`src/rtl/present_pkg.sv`:
```
// Shared types, constants and round functions of the PRESENT cipher unit.
// No dependencies; every module in the project imports this package.
`timescale 1ns / 1ps

package present_pkg;

    localparam int ROUND_COUNT = 32;
    localparam int BLOCK_W     = 64;
    localparam int KEY_W       = 128;
    localparam int RC_W        = 5;
    localparam int CFG_IDX_W   = 2;
    localparam int CNT_W       = $clog2(ROUND_COUNT);
    localparam int LATENCY     = ROUND_COUNT + 1;

    typedef logic [BLOCK_W-1:0] block_t;
    typedef logic [KEY_W-1:0]   key_state_t;

    typedef enum logic [CFG_IDX_W-1:0] {
        CFG_KEY_HI   = 2'd0,
        CFG_KEY_LO   = 2'd1,
        CFG_KEY_MODE = 2'd2
    } cfg_index_t;

    typedef enum logic {
        KEY_80  = 1'b0,
        KEY_128 = 1'b1
    } key_mode_t;

    typedef enum logic {
        CMD_ENC = 1'b0,
        CMD_DEC = 1'b1
    } cmd_t;

    typedef struct packed {
        logic   valid;
        cmd_t   cmd;
        block_t blk;
    } stage_t;

    localparam logic [3:0] SBOX_FWD [16] = '{
        4'hC, 4'h5, 4'h6, 4'hB, 4'h9, 4'h0, 4'hA, 4'hD,
        4'h3, 4'hE, 4'hF, 4'h8, 4'h4, 4'h7, 4'h1, 4'h2
    };
    localparam logic [3:0] SBOX_INV [16] = '{
        4'h5, 4'hE, 4'hF, 4'h8, 4'hC, 4'h1, 4'h2, 4'hD,
        4'hB, 4'h4, 4'h6, 4'h3, 4'h0, 4'h7, 4'h9, 4'hA
    };

    // Nibble-wise S-box layer, forward or inverse.
    function automatic block_t sub_layer(block_t x, logic inv);
        block_t r;
        r = '0;
        for (int n = 0; n < BLOCK_W / 4; n++)
        begin
            r[4*n +: 4] = inv ? SBOX_INV[x[4*n +: 4]] : SBOX_FWD[x[4*n +: 4]];
        end
        return r;
    endfunction

    // Bit i moves to 16*(i mod 4) + i/4.
    function automatic block_t perm_fwd(block_t x);
        block_t     r;
        logic [5:0] src;
        logic [5:0] dst;
        r = '0;
        for (int i = 0; i < BLOCK_W; i++)
        begin
            src    = 6'(i);
            dst    = {src[1:0], src[5:2]};
            r[dst] = x[src];
        end
        return r;
    endfunction

    function automatic block_t perm_inv(block_t x);
        block_t     r;
        logic [5:0] src;
        logic [5:0] dst;
        r = '0;
        for (int i = 0; i < BLOCK_W; i++)
        begin
            src    = 6'(i);
            dst    = {src[1:0], src[5:2]};
            r[src] = x[dst];
        end
        return r;
    endfunction

    // One key schedule step; the 80-bit state lives in bits 79..0.
    function automatic key_state_t key_update(key_state_t k, key_mode_t mode,
                                              logic [RC_W-1:0] rc);
        key_state_t  n;
        logic [79:0] k80;
        if (mode == KEY_128)
        begin
            n            = {k[66:0], k[127:67]};
            n[127:124]   = SBOX_FWD[n[127:124]];
            n[123:120]   = SBOX_FWD[n[123:120]];
            n[66:62]     = n[66:62] ^ rc;
        end
        else
        begin
            k80          = {k[18:0], k[79:19]};
            k80[79:76]   = SBOX_FWD[k80[79:76]];
            k80[19:15]   = k80[19:15] ^ rc;
            n            = {48'b0, k80};
        end
        return n;
    endfunction

    function automatic block_t round_key(key_state_t k, key_mode_t mode);
        return (mode == KEY_128) ? k[127:64] : k[79:16];
    endfunction

endpackage

```
`src/rtl/present_key_cell.sv`:
```
// One cell of the key schedule chain: holds one key register state.
// Depends on present_pkg for the key update function.
`timescale 1ns / 1ps

module present_key_cell
    import present_pkg::*;
(
    input  logic            clk,
    input  key_state_t      prev_state,
    input  key_mode_t       mode,
    input  logic [RC_W-1:0] rc,
    output key_state_t      state
);

    key_state_t state_reg;

    // Advance from the neighbor every cycle; settles after a key change.
    always_ff @(posedge clk)
    begin
        state_reg <= key_update(prev_state, mode, rc);
    end

    assign state = state_reg;

endmodule

```
`config.mk`:
```
export PLATFORM = sky130hd
export DESIGN_NAME = present_key_cell
export DESIGN_NICKNAME = d
export VERILOG_FILES = /design/src/rtl/present_pkg.sv /design/src/rtl/present_key_cell.sv
export SDC_FILE = /design/constraint.sdc
export NUM_CORES = 1
export LEC_CHECK = 0
export ABC_AREA = 1
export BUFFER_PORTS_ARGS = -buffer_cell sky130_fd_sc_hd__buf_4
export CAP_MARGIN = 20
export CORE_UTILIZATION = 40
export CTS_BUF_LIST = sky130_fd_sc_hd__clkbuf_8
export DETAILED_ROUTE_END_ITERATION = 16
export GPL_TIMING_DRIVEN = 0
export PLACE_DENSITY = 0.79
export SLEW_MARGIN = 25
export SYNTH_ARGS = -nofsm -noshare
export SYNTH_HDL_FRONTEND = slang
export SYNTH_SLANG_ARGS = --single-unit
```
`constraint.sdc`:
```
create_clock -name clk -period 0.9 [get_ports clk]
set_input_delay 0.18 -clock clk [delete_from_list [all_inputs] [get_ports clk]]
set_output_delay 0.18 -clock clk [all_outputs]
set_load 0.05 [all_outputs]
```
==> run summary, run 1 <==
Cell Chain, Critical Path - buf_6
CP top delay family - flip-flops
Syn Inst Count - 547
Maxcap violations - 0
Slew @ Worst Pin - 0.263 ns
WHS Path Cells - 3
Crit path buffers/inverters - 1
Worst-path fanout max - 1
Top cell type's share of synthesized area - 0.578
Synth Cell Area - 0.00443 mm²
Worst VDD drop - 1.10 mV
Ant. Diodes - 0
Top post-synthesis cells by area - dfxtp_1 (58%), nand2_1 (21%), inv_1 (5.6%)
FP Rows - 38
Switching share of power - 0.328
Die X - 107 µm
Setup WS pre-CTS - -0.235 ns
Storage cell area - 0.00272 mm²
Post-synthesis xor/xnor area fraction - 0.0198
Post-synthesis compound-gate area fraction - 0.0305
Initial antenna violation count - 0
HPWL after detailed placement - 9920 µm
Min-Delay Startpoint - prev_state[16]
Initial DRC Count - 365
Syn_nets - 697
DRT Pass-1 Iters - 5
GPL Wtd Cong - 0.900
Violated checks - negative setup slack
Grt ovf - 0
Hold EP - state[77]$_DFF_P_
Reg power frac - 0.410
Count leader, synth - nand2_1
IO Pins - 263
Final setup viols - 128
Pint - 0.0106 W
Largest net degree at the start of global routing - 17
Core footprint - 0.0108 mm²
Worst-path clk slew - 0.08 ns
Footprint of the multi-input gates - 0.00150 mm²
Post-Synth Adder-Cell Area - 0.0423
Vias in the first global route - 5,465
Num Clock Sinks - 128
Num CTS Buffers - 17
Worst-path cell with the longest stage delay - dfxtp_2
PnR worst setup slack - -0.240 ns
Layout cells sized above 1 - 0.464
Final TNS setup - -25.06 ns
CTS Root Buffer Type - clkbuf_8
PortBufs - 261
# DRC - 0
Final wirelength - 20,300 µm
Post-synth EDFFs - 0
Area grow syn2layout - 108%
Max frequency - 877 MHz
Hold Violations, Final - 0
Initial Util - 0.409
Maximum root-to-sink buffer count - 2
Crit. End Element - output port
Hold_ws - 0.0226 ns
Net switching power figure - 0.00517 W
Ys flop type - dfxtp_1
Worst path arrival time - 0.96 ns
Cell variety after synth - 17
Fin crit period - 1.14 ns
Fill count - 511
Nets@finish - 1,097
Clk pwr share - 0.299
Power Dens Cells - 1710 mW/mm²
Leak - 4.79 nW
Comb pwr share - 0.291
H-tree Lvls - 4
CTS tree - yes
Post-Layout Cell Count - 1,099
Worst Path Required - 0.72 ns
HP Class - input pin to register
Die Ht - 107 µm
Critical Path Max Stage Delay - 0.36 ns
Global Route Usage Sum - 0.325
Unrepaired setup endpoints after global routing - true
Crit path kind - register to output port
Synthesis-stage register bit count - 128
Outcome - finished, violations left
Max-slew violation count - 0
Top cells by instance count after synthesis - nand2_1 (246), dfxtp_1 (128), inv_1 (66)
Simple-gate share of the synthesized area - 0.242
Post-synthesis mux area share - 0
CP startpoint kind - register
Vias - 5,315
DR WL/cell - 18.5 µm
Post-synth ARST share - 0
Synth area leader - dfxtp_1
Ys Warns - 0
Max reg flops - 128
Main combinational cell family by area after synthesis - simple AND/OR/NAND/NOR gates
DP Cell Count - 948
Syn avg cell area - 8.10 µm²
Die ar. - 0.0115 mm²
Post-DRT Antenna Nets - 0
Final period util - 1.27
First-pass GRT wire length - 27,700 µm
Vias per inst - 4.84
Relative max-transition margin - 0.824
Register area share after synthesis - 0.578
timing repair:
action	CTS	global route
setup endpoints to repair	128	129
hold buffers	120	0
endpoints found under the hold margin	120	0
gates resized for setup	342	26
buffers inserted	0	0
kinds of logic (layout without fill, tap and decap cells):
family / after synthesis / after routing
AND/OR/NAND/NOR: 279 / 279
flip-flops: 128 / 128
buffers and inverters: 89 / 501
AO/OA/AOI/OAI: 26 / 26
adder cells (fa/ha/maj): 15 / 15
XOR/XNOR: 10 / 10
per-stage QoR:
step           utilization  cell area, µm²  total power [W]
6_report             0.849            9200           0.0158
5_1_grt              0.849            9200           0.0163
4_1_cts              0.840            9100           0.0154
3_5_place_dp         0.607            6580          0.00975
3_3_place_gp         0.607            6580          0.00970
2_1_floorplan            -            4440          0.00838
routing by layer:
metal  vias to the layer above  GRT usage  wire length (µm)
met5                         -          0                 0
met4                         0      0.197              1170
met3                       100      0.103              1590
met2                       331      0.599             10500
met1                      2472      0.315              7030
li1                       2412          -                 -
power groups by stage:
| stage | registers, W | clock network [W] | logic (W) |
|---|---|---|---|
| 4_1_cts | 0.00640 | 0.00464 | 0.00433 |
| 3_5_place_dp | 0.00632 | 0 | 0.00343 |
| 5_1_grt | 0.00648 | 0.00505 | 0.00476 |
| 3_3_place_gp | 0.00630 | 0 | 0.00340 |
| 2_1_floorplan | 0.00778 | 0 | 0.000598 |
| 6_report | 0.00646 | 0.00471 | 0.00459 |
layout by cell type, fill, tap and decap left out:
cell           count
ha_1              14
or2_2              1
dlygate4sd3_1    120
o211ai_1           2
buf_6             18
inv_1             68
clkbuf_8          17
clkinv_4           2
nand3_1           11
buf_8            111
xor2_1             5
buf_2             14
nand2_2            1
clkinvlp_4         1
clkinv_2           7
xnor2_1            5
bufinv_16          2
inv_4              1
dfxtp_2          128
o21ai_0           20
ha_4               1
a21oi_1            4
nand2_1          245
buf_4            140
nor2_1            20
nor2_4             1
worst max path at each step:
| stage | start | cells after the start | end |
|---|---|---|---|
| after floorplan | prev_state[15] | 7 | state[79]$_DFF_P_ |
| after CTS | state[103]$_SDFF_PN0_ | 1 | state[103] |
| after global placement | prev_state[59] | 8 | state[123]$_SDFF_PN0_ |
| after detailed placement | prev_state[59] | 8 | state[123]$_SDFF_PN0_ |
| after global routing | state[100]$_SDFF_PN0_ | 1 | state[100] |
| final | state[68]$_DFF_P_ | 1 | state[68] |
final cells by class:
cell class              count  share of cell area
repair buffers            381               0.441
flip-flops and latches    128               0.296
multi-input cells         330               0.163
plain buffers              22              0.0145
well taps                 140              0.0190
inverters                  67              0.0276
clock inverters            14              0.0139
clock buffers              17              0.0254
Note: power is estimated with default switching activity, not from simulation.
==> run 2, diff against run 1 <==
- SKIP_LAST_GASP: not set -> 1
==> run 2 against run 1 <==
The flow still finishes with violations (negative setup slack); clock-buffer cell count stayed put; core utilization hardly changed; design area hardly changed; via count is 0.13% lower; total power is 0.16% higher; global-route usage is 0.67 points higher; clock power hardly changed; wire length is 0.55% higher; sequential power hardly changed; first-iteration DRC count is 12% lower; critical path type unchanged.
==> run summary, run 2 (same netlist as run 1, synthesis figures left out) <==
IO Pins - 263 (unchanged)
Post-layout util - 0.849 (about the same)
Grt ovf - 0 (unchanged)
Worst Path Required - 0.72 ns (about the same)
Final period util - 1.27 (about the same)
Comb pwr share - 0.291 (about the same)
FP Rows - 38 (unchanged)
Num Clock Sinks - 128 (unchanged)
Violated checks - negative setup slack (unchanged)
Post-DRT Antenna Nets - 0 (unchanged)
Slew @ Worst Pin - 0.239 ns (was 0.263 ns)
GPL Wtd Cong - 0.900 (unchanged)
Hold EP - state[77]$_DFF_P_ (unchanged)
Worst-path fanout max - 1 (unchanged)
Initial antenna violation count - 0 (unchanged)
Worst-path cell with the longest stage delay - dfxtp_2 (unchanged)
Maxcap violations - 0 (unchanged)
Max-slew violation count - 0 (unchanged)
Vias per inst - 4.83 (was 4.84)
Hold Violations, Final - 0 (unchanged)
Crit path buffers/inverters - 1 (unchanged)
Fin crit period - 1.14 ns (about the same)
Vias - 5,308 (was 5,315)
Relative max-transition margin - 0.839 (was 0.824)
Reg power frac - 0.409 (was 0.410)
Final wirelength - 20,400 µm (was 20,300 µm)
Power Dens Cells - 1720 mW/mm² (was 1710 mW/mm²)
Critical Path Max Stage Delay - 0.37 ns (was 0.36 ns)
Die X - 107 µm (unchanged)
Most common cell after layout, fill and taps aside - nand2_1 (unchanged)
Pint - 0.0106 W (about the same)
Switching share of power - 0.329 (was 0.328)
CP startpoint kind - register (unchanged)
Most frequent cells in the layout - nand2_1 (245), buf_4 (140), dfxtp_2 (127) (was nand2_1 (245), buf_4 (140), dfxtp_2 (128))
Worst-path clk slew - 0.08 ns (about the same)
Max frequency - 875 MHz (was 877 MHz)
H-tree Lvls - 4 (unchanged)
DR WL/cell - 18.6 µm (was 18.5 µm)
Num CTS Buffers - 17 (unchanged)
Nets@finish - 1,097 (unchanged)
# DRC - 0 (unchanged)
Final setup viols - 128 (unchanged)
Core footprint - 0.0108 mm² (unchanged)
Post-Layout Cell Count - 1,099 (unchanged)
Cell Chain, Critical Path - buf_8 (was buf_6)
Global Route Usage Sum - 0.332 (was 0.325)
Crit. End Element - output port (unchanged)
Leak - 4.79 nW (about the same)
Layout cells sized above 1 - 0.464 (unchanged)
HP Class - input pin to register (unchanged)
First-pass GRT wire length - 28,200 µm (was 27,700 µm)
Die ar. - 0.0115 mm² (unchanged)
DRT Pass-1 Iters - 5 (unchanged)
Min-Delay Startpoint - prev_state[16] (unchanged)
CP top delay family - flip-flops (unchanged)
Unrepaired setup endpoints after global routing - true (unchanged)
Area grow syn2layout - 108% (about the same)
Worst VDD drop - 0.883 mV (was 1.10 mV)
Clk pwr share - 0.300 (was 0.299)
Worst path arrival time - 0.96 ns (about the same)
Max reg flops - 128 (unchanged)
Initial DRC Count - 322 (was 365)
Fill count - 517 (was 511)
Vias in the first global route - 5,480 (was 5,465)
Net switching power figure - 0.00519 W (was 0.00517 W)
CTS tree - yes (unchanged)
DP Cell Count - 948 (unchanged)
Die Ht - 107 µm (unchanged)
Maximum root-to-sink buffer count - 2 (unchanged)
PnR worst setup slack - -0.243 ns (was -0.240 ns)
CTS Root Buffer Type - clkbuf_8 (unchanged)
Final TNS setup - -25.11 ns (was -25.06 ns)
Ant. Diodes - 0 (unchanged)
Initial Util - 0.409 (unchanged)
Largest net degree at the start of global routing - 17 (unchanged)
HPWL after detailed placement - 9920 µm (unchanged)
Outcome - finished, violations left (unchanged)
WHS Path Cells - 3 (unchanged)
PortBufs - 261 (unchanged)
Crit path kind - register to output port (unchanged)
-- run 2: how the worst max path moves through the flow --
stage / startpoint / endpoint / slack (ns) / cells past startpoint
after floorplan: prev_state[15] / state[79]$_DFF_P_ / 0.01 / 7
after global placement: prev_state[59] / state[123]$_SDFF_PN0_ / -0.23 / 8
after detailed placement: prev_state[59] / state[123]$_SDFF_PN0_ / -0.23 / 8
after CTS: state[103]$_SDFF_PN0_ / state[103] / -0.23 / 1
after global routing: state[69]$_DFF_P_ / state[69] / -0.28 / 1
final: state[111]$_SDFF_PN0_ / state[111] / -0.24 / 1
-- run 2: repair_timing --
| action | CTS | global route |
|---|---|---|
| gates resized for setup | 338 | 30 |
| endpoints found under the setup margin | 128 | 130 |
| hold buffers | 120 | 0 |
| setup buffers | 0 | 0 |
| hold endpoints to repair | 120 | 0 |
-- run 2: power by group through the flow --
stage          sequential [W]  clock [W]  combinational, W
2_1_floorplan         0.00778          0          0.000598
3_3_place_gp          0.00630          0           0.00340
3_5_place_dp          0.00632          0           0.00343
4_1_cts               0.00640    0.00464           0.00432
5_1_grt               0.00648    0.00507           0.00477
6_report              0.00645    0.00474           0.00459
-- run 2: through the flow --
stage          hold slack (ns)  instance area [µm²]  total power, W  setup WS (ns)
6_report                0.0194                 9200          0.0158         -0.243
5_1_grt                 0.0189                 9200          0.0163         -0.276
4_1_cts                0.00286                 9090          0.0154         -0.231
3_5_place_dp             0.286                 6580         0.00975         -0.235
3_3_place_gp             0.284                 6580         0.00970         -0.234
2_1_floorplan            0.208                 4440         0.00838         0.0133
-- run 2: layer usage --
| layer | global-route usage | vias to the layer above | share of wire |
|---|---|---|---|
| li1 | - | 2412 | - |
| met1 | 0.321 | 2480 | 0.33 |
| met2 | 0.614 | 312 | 0.52 |
| met3 | 0.0962 | 104 | 0.080 |
| met4 | 0.210 | 0 | 0.065 |
| met5 | 0 | - | 0 |
-- run 2: final cells by class --
type	instances	area, µm²	share of cell area
well taps	140	175	0.0190
inverters	67	254	0.0276
repair buffers	381	4050	0.441
clock buffers	17	234	0.0254
clock inverters	14	128	0.0139
flip-flops and latches	128	2730	0.296
multi-input cells	330	1500	0.163
plain buffers	22	134	0.0146
