$ cat src/rtl/present_pkg.sv
// Shared types, constants and round functions of the PRESENT cipher unit.
// No dependencies; every module in the project imports this package.
`timescale 1ns / 1ps

package present_pkg;

    localparam int ROUND_COUNT = 32;
    localparam int BLOCK_W     = 64;
    localparam int KEY_W       = 128;
    localparam int RC_W        = 5;
    localparam int CFG_IDX_W   = 2;
    localparam int CNT_W       = $clog2(ROUND_COUNT);
    localparam int LATENCY     = ROUND_COUNT + 1;

    typedef logic [BLOCK_W-1:0] block_t;
    typedef logic [KEY_W-1:0]   key_state_t;

    typedef enum logic [CFG_IDX_W-1:0] {
        CFG_KEY_HI   = 2'd0,
        CFG_KEY_LO   = 2'd1,
        CFG_KEY_MODE = 2'd2
    } cfg_index_t;

    typedef enum logic {
        KEY_80  = 1'b0,
        KEY_128 = 1'b1
    } key_mode_t;

    typedef enum logic {
        CMD_ENC = 1'b0,
        CMD_DEC = 1'b1
    } cmd_t;

    typedef struct packed {
        logic   valid;
        cmd_t   cmd;
        block_t blk;
    } stage_t;

    localparam logic [3:0] SBOX_FWD [16] = '{
        4'hC, 4'h5, 4'h6, 4'hB, 4'h9, 4'h0, 4'hA, 4'hD,
        4'h3, 4'hE, 4'hF, 4'h8, 4'h4, 4'h7, 4'h1, 4'h2
    };
    localparam logic [3:0] SBOX_INV [16] = '{
        4'h5, 4'hE, 4'hF, 4'h8, 4'hC, 4'h1, 4'h2, 4'hD,
        4'hB, 4'h4, 4'h6, 4'h3, 4'h0, 4'h7, 4'h9, 4'hA
    };

    // Nibble-wise S-box layer, forward or inverse.
    function automatic block_t sub_layer(block_t x, logic inv);
        block_t r;
        r = '0;
        for (int n = 0; n < BLOCK_W / 4; n++)
        begin
            r[4*n +: 4] = inv ? SBOX_INV[x[4*n +: 4]] : SBOX_FWD[x[4*n +: 4]];
        end
        return r;
    endfunction

    // Bit i moves to 16*(i mod 4) + i/4.
    function automatic block_t perm_fwd(block_t x);
        block_t     r;
        logic [5:0] src;
        logic [5:0] dst;
        r = '0;
        for (int i = 0; i < BLOCK_W; i++)
        begin
            src    = 6'(i);
            dst    = {src[1:0], src[5:2]};
            r[dst] = x[src];
        end
        return r;
    endfunction

    function automatic block_t perm_inv(block_t x);
        block_t     r;
        logic [5:0] src;
        logic [5:0] dst;
        r = '0;
        for (int i = 0; i < BLOCK_W; i++)
        begin
            src    = 6'(i);
            dst    = {src[1:0], src[5:2]};
            r[src] = x[dst];
        end
        return r;
    endfunction

    // One key schedule step; the 80-bit state lives in bits 79..0.
    function automatic key_state_t key_update(key_state_t k, key_mode_t mode,
                                              logic [RC_W-1:0] rc);
        key_state_t  n;
        logic [79:0] k80;
        if (mode == KEY_128)
        begin
            n            = {k[66:0], k[127:67]};
            n[127:124]   = SBOX_FWD[n[127:124]];
            n[123:120]   = SBOX_FWD[n[123:120]];
            n[66:62]     = n[66:62] ^ rc;
        end
        else
        begin
            k80          = {k[18:0], k[79:19]};
            k80[79:76]   = SBOX_FWD[k80[79:76]];
            k80[19:15]   = k80[19:15] ^ rc;
            n            = {48'b0, k80};
        end
        return n;
    endfunction

    function automatic block_t round_key(key_state_t k, key_mode_t mode);
        return (mode == KEY_128) ? k[127:64] : k[79:16];
    endfunction

endpackage

$ cat src/rtl/present_round_cell.sv
// Round cell: key add, S-box, permutation; decrypt: inv perm, then inv S-box.
// Depends on present_pkg for the stage type and round functions.
`timescale 1ns / 1ps

module present_round_cell
    import present_pkg::*;
(
    input  logic   clk,
    input  logic   rst_n,
    input  stage_t in_stage,
    input  block_t rk_enc,
    input  block_t rk_dec,
    output stage_t out_stage
);

    logic   valid_reg;
    cmd_t   cmd_reg;
    block_t blk_reg;
    block_t blk_next;

    always_comb
    begin
        if (in_stage.cmd == CMD_DEC)
            blk_next = sub_layer(perm_inv(in_stage.blk ^ rk_dec), 1'b1);
        else
            blk_next = perm_fwd(sub_layer(in_stage.blk ^ rk_enc, 1'b0));
    end

    always_ff @(posedge clk or negedge rst_n)
    begin
        if (!rst_n)
            valid_reg <= 1'b0;
        else
            valid_reg <= in_stage.valid;
    end

    always_ff @(posedge clk)
    begin
        cmd_reg <= in_stage.cmd;
        blk_reg <= blk_next;
    end

    assign out_stage = '{valid: valid_reg, cmd: cmd_reg, blk: blk_reg};

endmodule

$ cat config.mk
export PLATFORM = sky130hd
export DESIGN_NAME = present_round_cell
export DESIGN_NICKNAME = d
export VERILOG_FILES = /design/src/rtl/present_pkg.sv /design/src/rtl/present_round_cell.sv
export SDC_FILE = /design/constraint.sdc
export NUM_CORES = 1
export LEC_CHECK = 0
export BUFFER_PORTS_ARGS = -buffer_cell sky130_fd_sc_hd__buf_2
export CAP_MARGIN = 20
export CORE_ASPECT_RATIO = 0.6
export CORE_UTILIZATION = 54
export CTS_CLUSTER_SIZE = 30
export DETAILED_ROUTE_END_ITERATION = 8
export PLACE_DENSITY_LB_ADDON = 0.15
export SYNTH_ARGS = -nofsm -noshare
export SYNTH_HDL_FRONTEND = slang
export SYNTH_SLANG_ARGS = --single-unit
$ cat constraint.sdc
create_clock -name clk -period 0.8 [get_ports clk]
set_clock_uncertainty 0.1 [all_clocks]
set_input_delay 0.16 -clock clk [delete_from_list [all_inputs] [get_ports clk]]
set_output_delay 0.16 -clock clk [all_outputs]
set_load 0.02 [all_outputs]
==> flow_metrics.env, run 1 <==
export IMPL_initial_core_util_pct=56.3
export IMPL_die_w_um=167
export IMPL_lastStage="clock tree synthesis (4_1_cts)"
export IMPL_status="aborted with a tool error"
export IMPL_postCtsHoldBufs=2
export IMPL_async_flop_share_pct=1.52
export IMPL_clock_path_buffers=2
export IMPL_ys_top_cells_by_count="inv_1 (130), ha_1 (96), xnor2_1 (78), mux2i_1 (71), dfxtp_1 (65)"
export IMPL_place_gp_congestion=0.928
export IMPL_pin_count=262
export IMPL_htreeDepth=3
export IMPL_synthCells=956
export IMPL_synth_area_per_cell_sq_um=9.20
export IMPL_cts_buffers=9
export IMPL_synth_top_flop_cell="dfxtp_1"
export IMPL_yosysTopAreaCellShare_pct=14.8
export IMPL_error="[ERROR DPL-0038] Utilization greater than 100%, impossible to legalize"
export IMPL_synth_area_leaders="dfxtp_1 (15%), ha_1 (14%), mux4_2 (12%), mux2i_1 (8.1%), xnor2_1 (7.8%)"
export IMPL_die_h_um=101
export IMPL_place_hpwl_um=28600
export IMPL_cts_root_buf="clkbuf_16"
export IMPL_ys_seq_elements=66
export IMPL_cts_setup_buffers=51
export IMPL_cts_resized=560
export IMPL_synth_edf_count=0
export IMPL_synth_nets=1248
export IMPL_yosysSeqAreaShare_pct=15.1
export IMPL_yosysWarnings=0
export IMPL_cts_num_sinks=66
export IMPL_placed_cell_area_sq_um=14200
export IMPL_synth_cell_types=63
export IMPL_num_rows=35
export IMPL_netlist_area_sq_um=8790
export IMPL_synth_top_area_cell="dfxtp_1"
export IMPL_yosys_cell_count_top_type="inv_1"
export IMPL_port_buffers=261
==> cell families after synthesis <==
logic type               count (synthesis)  synth area share, %
XOR/XNOR                               175                 20.5
AND/OR/NAND/NOR                        171                 8.51
AO/OA/AOI/OAI                          163                 13.3
buffers and inverters                  151                 6.67
multiplexers                           134                 22.2
adder cells (fa/ha/maj)                 96                 13.7
flip-flops                              66                 15.1
==> per-stage QoR <==
step / setup WS, ps / hold slack [ps] / instances
2_1_floorplan: -734 / -236 / 956
3_3_place_gp: -1050 / -165 / 1694
3_5_place_dp: -1120 / -162 / 1694
==> run 2: changes to the inputs <==
CORE_ASPECT_RATIO = unset   (was 0.6)
CORE_UTILIZATION = 40   (was 54)
CTS_CLUSTER_SIZE = unset   (was 30)
==> flow_metrics.env, run 2 <==
export IMPL_cp_startpoint="rk_enc[0]"
export IMPL_die_w_um=150
export IMPL_report_final_slew_viol_count=0
export IMPL_tightestPinTransition_ps=578
export IMPL_fin_nets=1849
export IMPL_swShare_pct=37.5
export IMPL_clock_path_buffers=2
export IMPL_synth_nets=1248
export IMPL_ys_seq_elements=66
export IMPL_ys_top_cells_by_count="inv_1 (130), ha_1 (96), xnor2_1 (78), mux2i_1 (71), dfxtp_1 (65)"
export IMPL_comb_power_share_pct=63.7
export IMPL_synth_area_per_cell_sq_um=9.20
export IMPL_p_seq_share_pct=17.7
export IMPL_powerDensity_nw_per_um2=1510
export IMPL_dr_pass1_iters=5
export IMPL_p_clk_share_pct=18.7
export IMPL_grt_overflow=0
export IMPL_grt_pass1_wl_um=51400
export IMPL_vias_per_cell=5.29
export IMPL_setup_viol=130
export IMPL_first_iter_violations=546
export IMPL_wl_per_cell_um=19.4
export IMPL_antenna_found_initial=2
export IMPL_crit_arrival_ps=1580
export IMPL_max_slew_margin_rel_pct=61.2
export IMPL_port_buffers=261
export IMPL_synth_top_area_cell="dfxtp_1"
export IMPL_cap_viol_max_count=0
export IMPL_final_common_cell="buf_4"
export IMPL_synth_area_leaders="dfxtp_1 (15%), ha_1 (14%), mux4_2 (12%), mux2i_1 (8.1%), xnor2_1 (7.8%)"
export IMPL_die_h_um=150
export IMPL_hold_violations=0
export IMPL_largest_reg_flops=64
export IMPL_p_leak_nw=7.82
export IMPL_initial_core_util_pct=41.3
export IMPL_cts_num_sinks=66
export IMPL_netlist_area_sq_um=8790
export IMPL_htreeDepth=3
export IMPL_first_global_vias=9909
export IMPL_place_hpwl_um=25200
export IMPL_cts_buffers=9
export IMPL_crit_path_start_kind="input pin"
export IMPL_fin_util_pct=82.8
export IMPL_filler_cell_count=1177
export IMPL_final_cell_mix="buf_4 (297), buf_6 (130), buf_2 (102)"
export IMPL_cts_tree="yes"
export IMPL_antenna_left=0
export IMPL_switchingPower_mw=9.97
export IMPL_synth_cell_types=63
export IMPL_p_int_mw=16.6
export IMPL_crit_required_ps=990
export IMPL_yosysSeqAreaShare_pct=15.1
export IMPL_place_gp_congestion=0.913
export IMPL_max_freq_mhz=717
export IMPL_yosysTopAreaCellShare_pct=14.8
export IMPL_drc_errors=0
export IMPL_finalCriticalPeriod_ps=1400
export IMPL_setup_ws_ps=-595
export IMPL_path_max_fanout=4
export IMPL_cts_root_buf="clkbuf_16"
export IMPL_synth_edf_count=0
export IMPL_ir_drop_mv=0.990
export IMPL_area_delta_synth_final_pct=100
export IMPL_async_flop_share_pct=1.52
export IMPL_status="finished with violations"
export IMPL_rsz0062_at_grt="true"
export IMPL_whs_ps=16.2
export IMPL_end_kind="flop"
export IMPL_pin_count=262
export IMPL_routed_wl_um=35700
export IMPL_drive_gt1_share_pct=69.1
export IMPL_clkTransAtPathRegs_ps=60
export IMPL_num_rows=53
export IMPL_yosys_cell_count_top_type="inv_1"
export IMPL_crit_type="input pin to flop"
export IMPL_coreArea_sq_um=21300
export IMPL_post_route_period_util_pct=174
export IMPL_power_mw=26.6
export IMPL_dp_cells=1768
export IMPL_hold_class="input pin to async pin"
export IMPL_fp_dieArea_sq_um=22600
export IMPL_violations="negative setup slack"
export IMPL_vias=9727
export IMPL_synth_top_flop_cell="dfxtp_1"
export IMPL_yosysWarnings=0
export IMPL_grt_max_degree=27
export IMPL_instances_no_fill=1840
export IMPL_setup_tns_ps=-47080
export IMPL_grt_usage_pct=30.0
export IMPL_synthCells=956
export IMPL_endpoint="blk_reg[32]$_DFF_P_"
run 2: cell counts after synthesis:
No cell type changed its count.
run 2: power by group through the flow:
stage | Combinational, mW | Clock, mW | Sequential, mW
3_5_place_dp | 13.3 | 0 | 4.40
6_report | 16.9 | 4.96 | 4.69
3_3_place_gp | 13.1 | 0 | 4.42
4_1_cts | 15.7 | 4.99 | 4.66
2_1_floorplan | 6.73 | 0 | 5.22
5_1_grt | 18.0 | 5.13 | 4.73
run 2: worst min-delay path by stage:
stage                      from                   to  slack, ps  cells past startpoint
after CTS                 rst_n  valid_reg$_DFF_PN0_          1                      2
after global placement    rst_n  valid_reg$_DFF_PN0_       -170                      1
final                     rst_n  valid_reg$_DFF_PN0_         20                      2
after detailed placement  rst_n  valid_reg$_DFF_PN0_       -160                      1
after global routing      rst_n  valid_reg$_DFF_PN0_         40                      2
after floorplan           rst_n  valid_reg$_DFF_PN0_       -240                      0
run 2: layer usage:
layer  part of all wire [%]  track usage, %  wire length, um  vias to the layer above
li1                       -               -                -                     4569
met1                     39            36.9            14100                     4692
met2                     51            52.6            18400                      385
met3                    5.7            3.88             2030                       81
met4                    3.4            12.4             1200                        0
met5                      0               0                0                        -
run 2: kinds of logic (layout without fill, tap and decap cells):
group                    after synthesis  count (layout)  share of synthesized area (%)
multiplexers                         134             134                           22.2
other                                  0               3                              0
XOR/XNOR                             175             175                           20.5
adder cells (fa/ha/maj)               96              96                           13.7
AND/OR/NAND/NOR                      171             171                           8.51
flip-flops                            66              66                           15.1
AO/OA/AOI/OAI                        163             163                           13.3
buffers and inverters                151             757                           6.67
run 2: per-stage QoR:
step | setup slack [ps] | cell area (sq um)
after floorplan | -734 | 10400
after global placement | -1080 | 14300
after detailed placement | -1080 | 14300
after CTS | -606 | 16900
after global routing | -624 | 17600
final | -595 | 17600
run 2: final cells by class:
| cell class | instances | area (sq um) | area share, % |
|---|---|---|---|
| multi-input cells | 739 | 9470 | 53.7 |
| repair buffers | 607 | 5500 | 31.2 |
| flip-flops and latches | 66 | 1410 | 8.00 |
| inverters | 134 | 538 | 3.05 |
| well taps | 275 | 344 | 1.95 |
| clock buffers | 11 | 253 | 1.43 |
| clock inverters | 5 | 100 | 0.568 |
| diodes | 3 | 7.51 | 0.0426 |
run 2: repair_timing:
action,in CTS,in global routing
pin swaps,136,108
hold buffers,2,0
endpoints found under the hold margin,2,0
gates resized for setup,553,151
setup endpoints to repair,130,130
setup buffers,31,24
run 2: critical path, cell delays in order:
cell,delay [ps]
buf_8,100
xnor2_4,190
inv_2,80
ha_4,270
inv_2,30
mux4_2,490
nor2_4,150
a31o_1,110
Power figures use the tool's default switching activity.
==> run 3: changes to the inputs <==
REMOVE_ABC_BUFFERS = 1   (was unset)
==> flow_metrics.env, run 3 (same netlist as run 2, synthesis figures left out) <==
export IMPL_coreArea_sq_um=21300
export IMPL_drive_gt1_share_pct=71.7
export IMPL_clock_path_buffers=2
export IMPL_p_leak_nw=8.04
export IMPL_hold_violations=0
export IMPL_path_max_fanout=2
export IMPL_pin_count=262
export IMPL_antenna_left=0
export IMPL_cts_buffers=9
export IMPL_setup_tns_ps=-49940
export IMPL_fp_dieArea_sq_um=22600
export IMPL_place_gp_congestion=0.927
export IMPL_cap_viol_max_count=0
export IMPL_area_delta_synth_final_pct=106
export IMPL_grt_pass1_wl_um=54800
export IMPL_die_w_um=150
export IMPL_first_global_vias=10538
export IMPL_cts_num_sinks=66
export IMPL_status="finished with violations"
export IMPL_p_clk_share_pct=16.0
export IMPL_cts_root_buf="clkbuf_16"
export IMPL_final_cell_mix="buf_4 (311), buf_6 (179), buf_2 (101)"
export IMPL_final_common_cell="buf_4"
export IMPL_crit_top_cell="inv_2"
export IMPL_finalCriticalPeriod_ps=1530
export IMPL_vias=10351
export IMPL_setup_viol=130
export IMPL_max_freq_mhz=653
export IMPL_antenna_found_initial=1
export IMPL_crit_arrival_ps=1720
export IMPL_routed_wl_um=41000
export IMPL_grt_overflow=0
export IMPL_hold_class="input pin to async pin"
export IMPL_largest_reg_flops=64
export IMPL_clkTransAtPathRegs_ps=60
export IMPL_violations="negative setup slack"
export IMPL_port_buffers=261
export IMPL_switchingPower_mw=10.6
export IMPL_whs_ps=25.4
export IMPL_cpMaxStageDelayCell="mux4_2"
export IMPL_grt_usage_pct=31.6
export IMPL_num_rows=53
export IMPL_cp_num_buf_inv=4
export IMPL_place_hpwl_um=23400
export IMPL_cpLargestDelayFamily="multiplexers"
export IMPL_cts_tree="yes"
export IMPL_crit_path_start_kind="input pin"
export IMPL_initial_core_util_pct=41.3
export IMPL_end_kind="flop"
export IMPL_post_route_period_util_pct=191
export IMPL_fin_util_pct=85.3
export IMPL_htreeDepth=3
export IMPL_worstPathCellList="buf_8, buf_6, xnor2_4, inv_2, ha_4, inv_2, mux4_2, nor2_2, a31o_1"
export IMPL_grt_max_degree=25
export IMPL_comb_power_share_pct=67.0
export IMPL_vias_per_cell=5.49
export IMPL_ir_drop_mv=1.04
export IMPL_powerDensity_nw_per_um2=1500
export IMPL_wl_per_cell_um=21.7
export IMPL_swShare_pct=39.0
export IMPL_p_seq_share_pct=17.0
export IMPL_critical_path_max_stage_delay_ps=560
export IMPL_crit_required_ps=990
export IMPL_tightestPinTransition_ps=568
export IMPL_crit_type="input pin to flop"
export IMPL_drc_errors=0
export IMPL_report_final_slew_viol_count=0
export IMPL_setup_ws_ps=-732
export IMPL_die_h_um=150
export IMPL_max_slew_margin_rel_pct=61.8
export IMPL_first_iter_violations=609
export IMPL_p_int_mw=16.6
export IMPL_dr_pass1_iters=5
export IMPL_rsz0062_at_grt="true"
export IMPL_fin_nets=1897
==> run 3: how the worst max path moves through the flow <==
stage / cells past startpoint / slack (ps) / end / from
global route: 9 / -740 / blk_reg[36]$_DFF_P_ / in_stage[16]
CTS: 9 / -670 / blk_reg[36]$_DFF_P_ / in_stage[16]
global placement: 7 / -1150 / blk_reg[39]$_DFF_P_ / rk_enc[29]
detailed placement: 7 / -1250 / blk_reg[39]$_DFF_P_ / rk_enc[29]
finish: 9 / -730 / blk_reg[36]$_DFF_P_ / in_stage[16]
floorplan: 5 / -980 / blk_reg[6]$_DFF_P_ / in_stage[1]
==> run 3: metrics by stage <==
stage	worst slack, ps	instance area [sq um]	instances	power (mW)
after CTS	-671	17000	1867	24.9
after detailed placement	-1250	12800	1792	16.4
final	-732	18200	1887	27.2
after floorplan	-979	8710	939	10.9
after global placement	-1150	12800	1792	16.2
after global routing	-739	18200	1886	28.4
==> run 3: power groups by stage <==
stage	combinational [mW]	sequential [mW]	clock, mW
after floorplan	5.67	5.22	0
after global placement	11.9	4.34	0
after detailed placement	12.1	4.33	0
after CTS	16.0	4.60	4.36
after global routing	19.2	4.68	4.49
final	18.2	4.64	4.35
==> run 3: what timing repair did <==
action / in CTS / in global routing
hold endpoints to repair: 2 / 0
setup buffers: 62 / 20
resized for setup: 763 / 212
setup endpoints to repair: 130 / 130
hold buffers: 2 / 0
pin swaps: 169 / 116
==> run 3: routing by layer <==
layer	GRT usage [%]	vias up	part of all wire, %	wire length, um
met5	0	-	0	0
met4	15.3	0	6.2	2550
met3	4.21	163	5.7	2360
met2	56.1	522	50	20700
met1	37.4	5004	38	15400
li1	-	4662	-	-
==> run 3: cell type report <==
cell class / count / area [sq um]
antenna: 2 / 5.00
clock buffer: 14 / 274
clock inverter: 2 / 35.0
fill: 1049 / 3130
inverter: 134 / 551
multi-input combinational: 739 / 9620
sequential: 66 / 1410
tap: 275 / 344
timing repair buffer: 655 / 5910
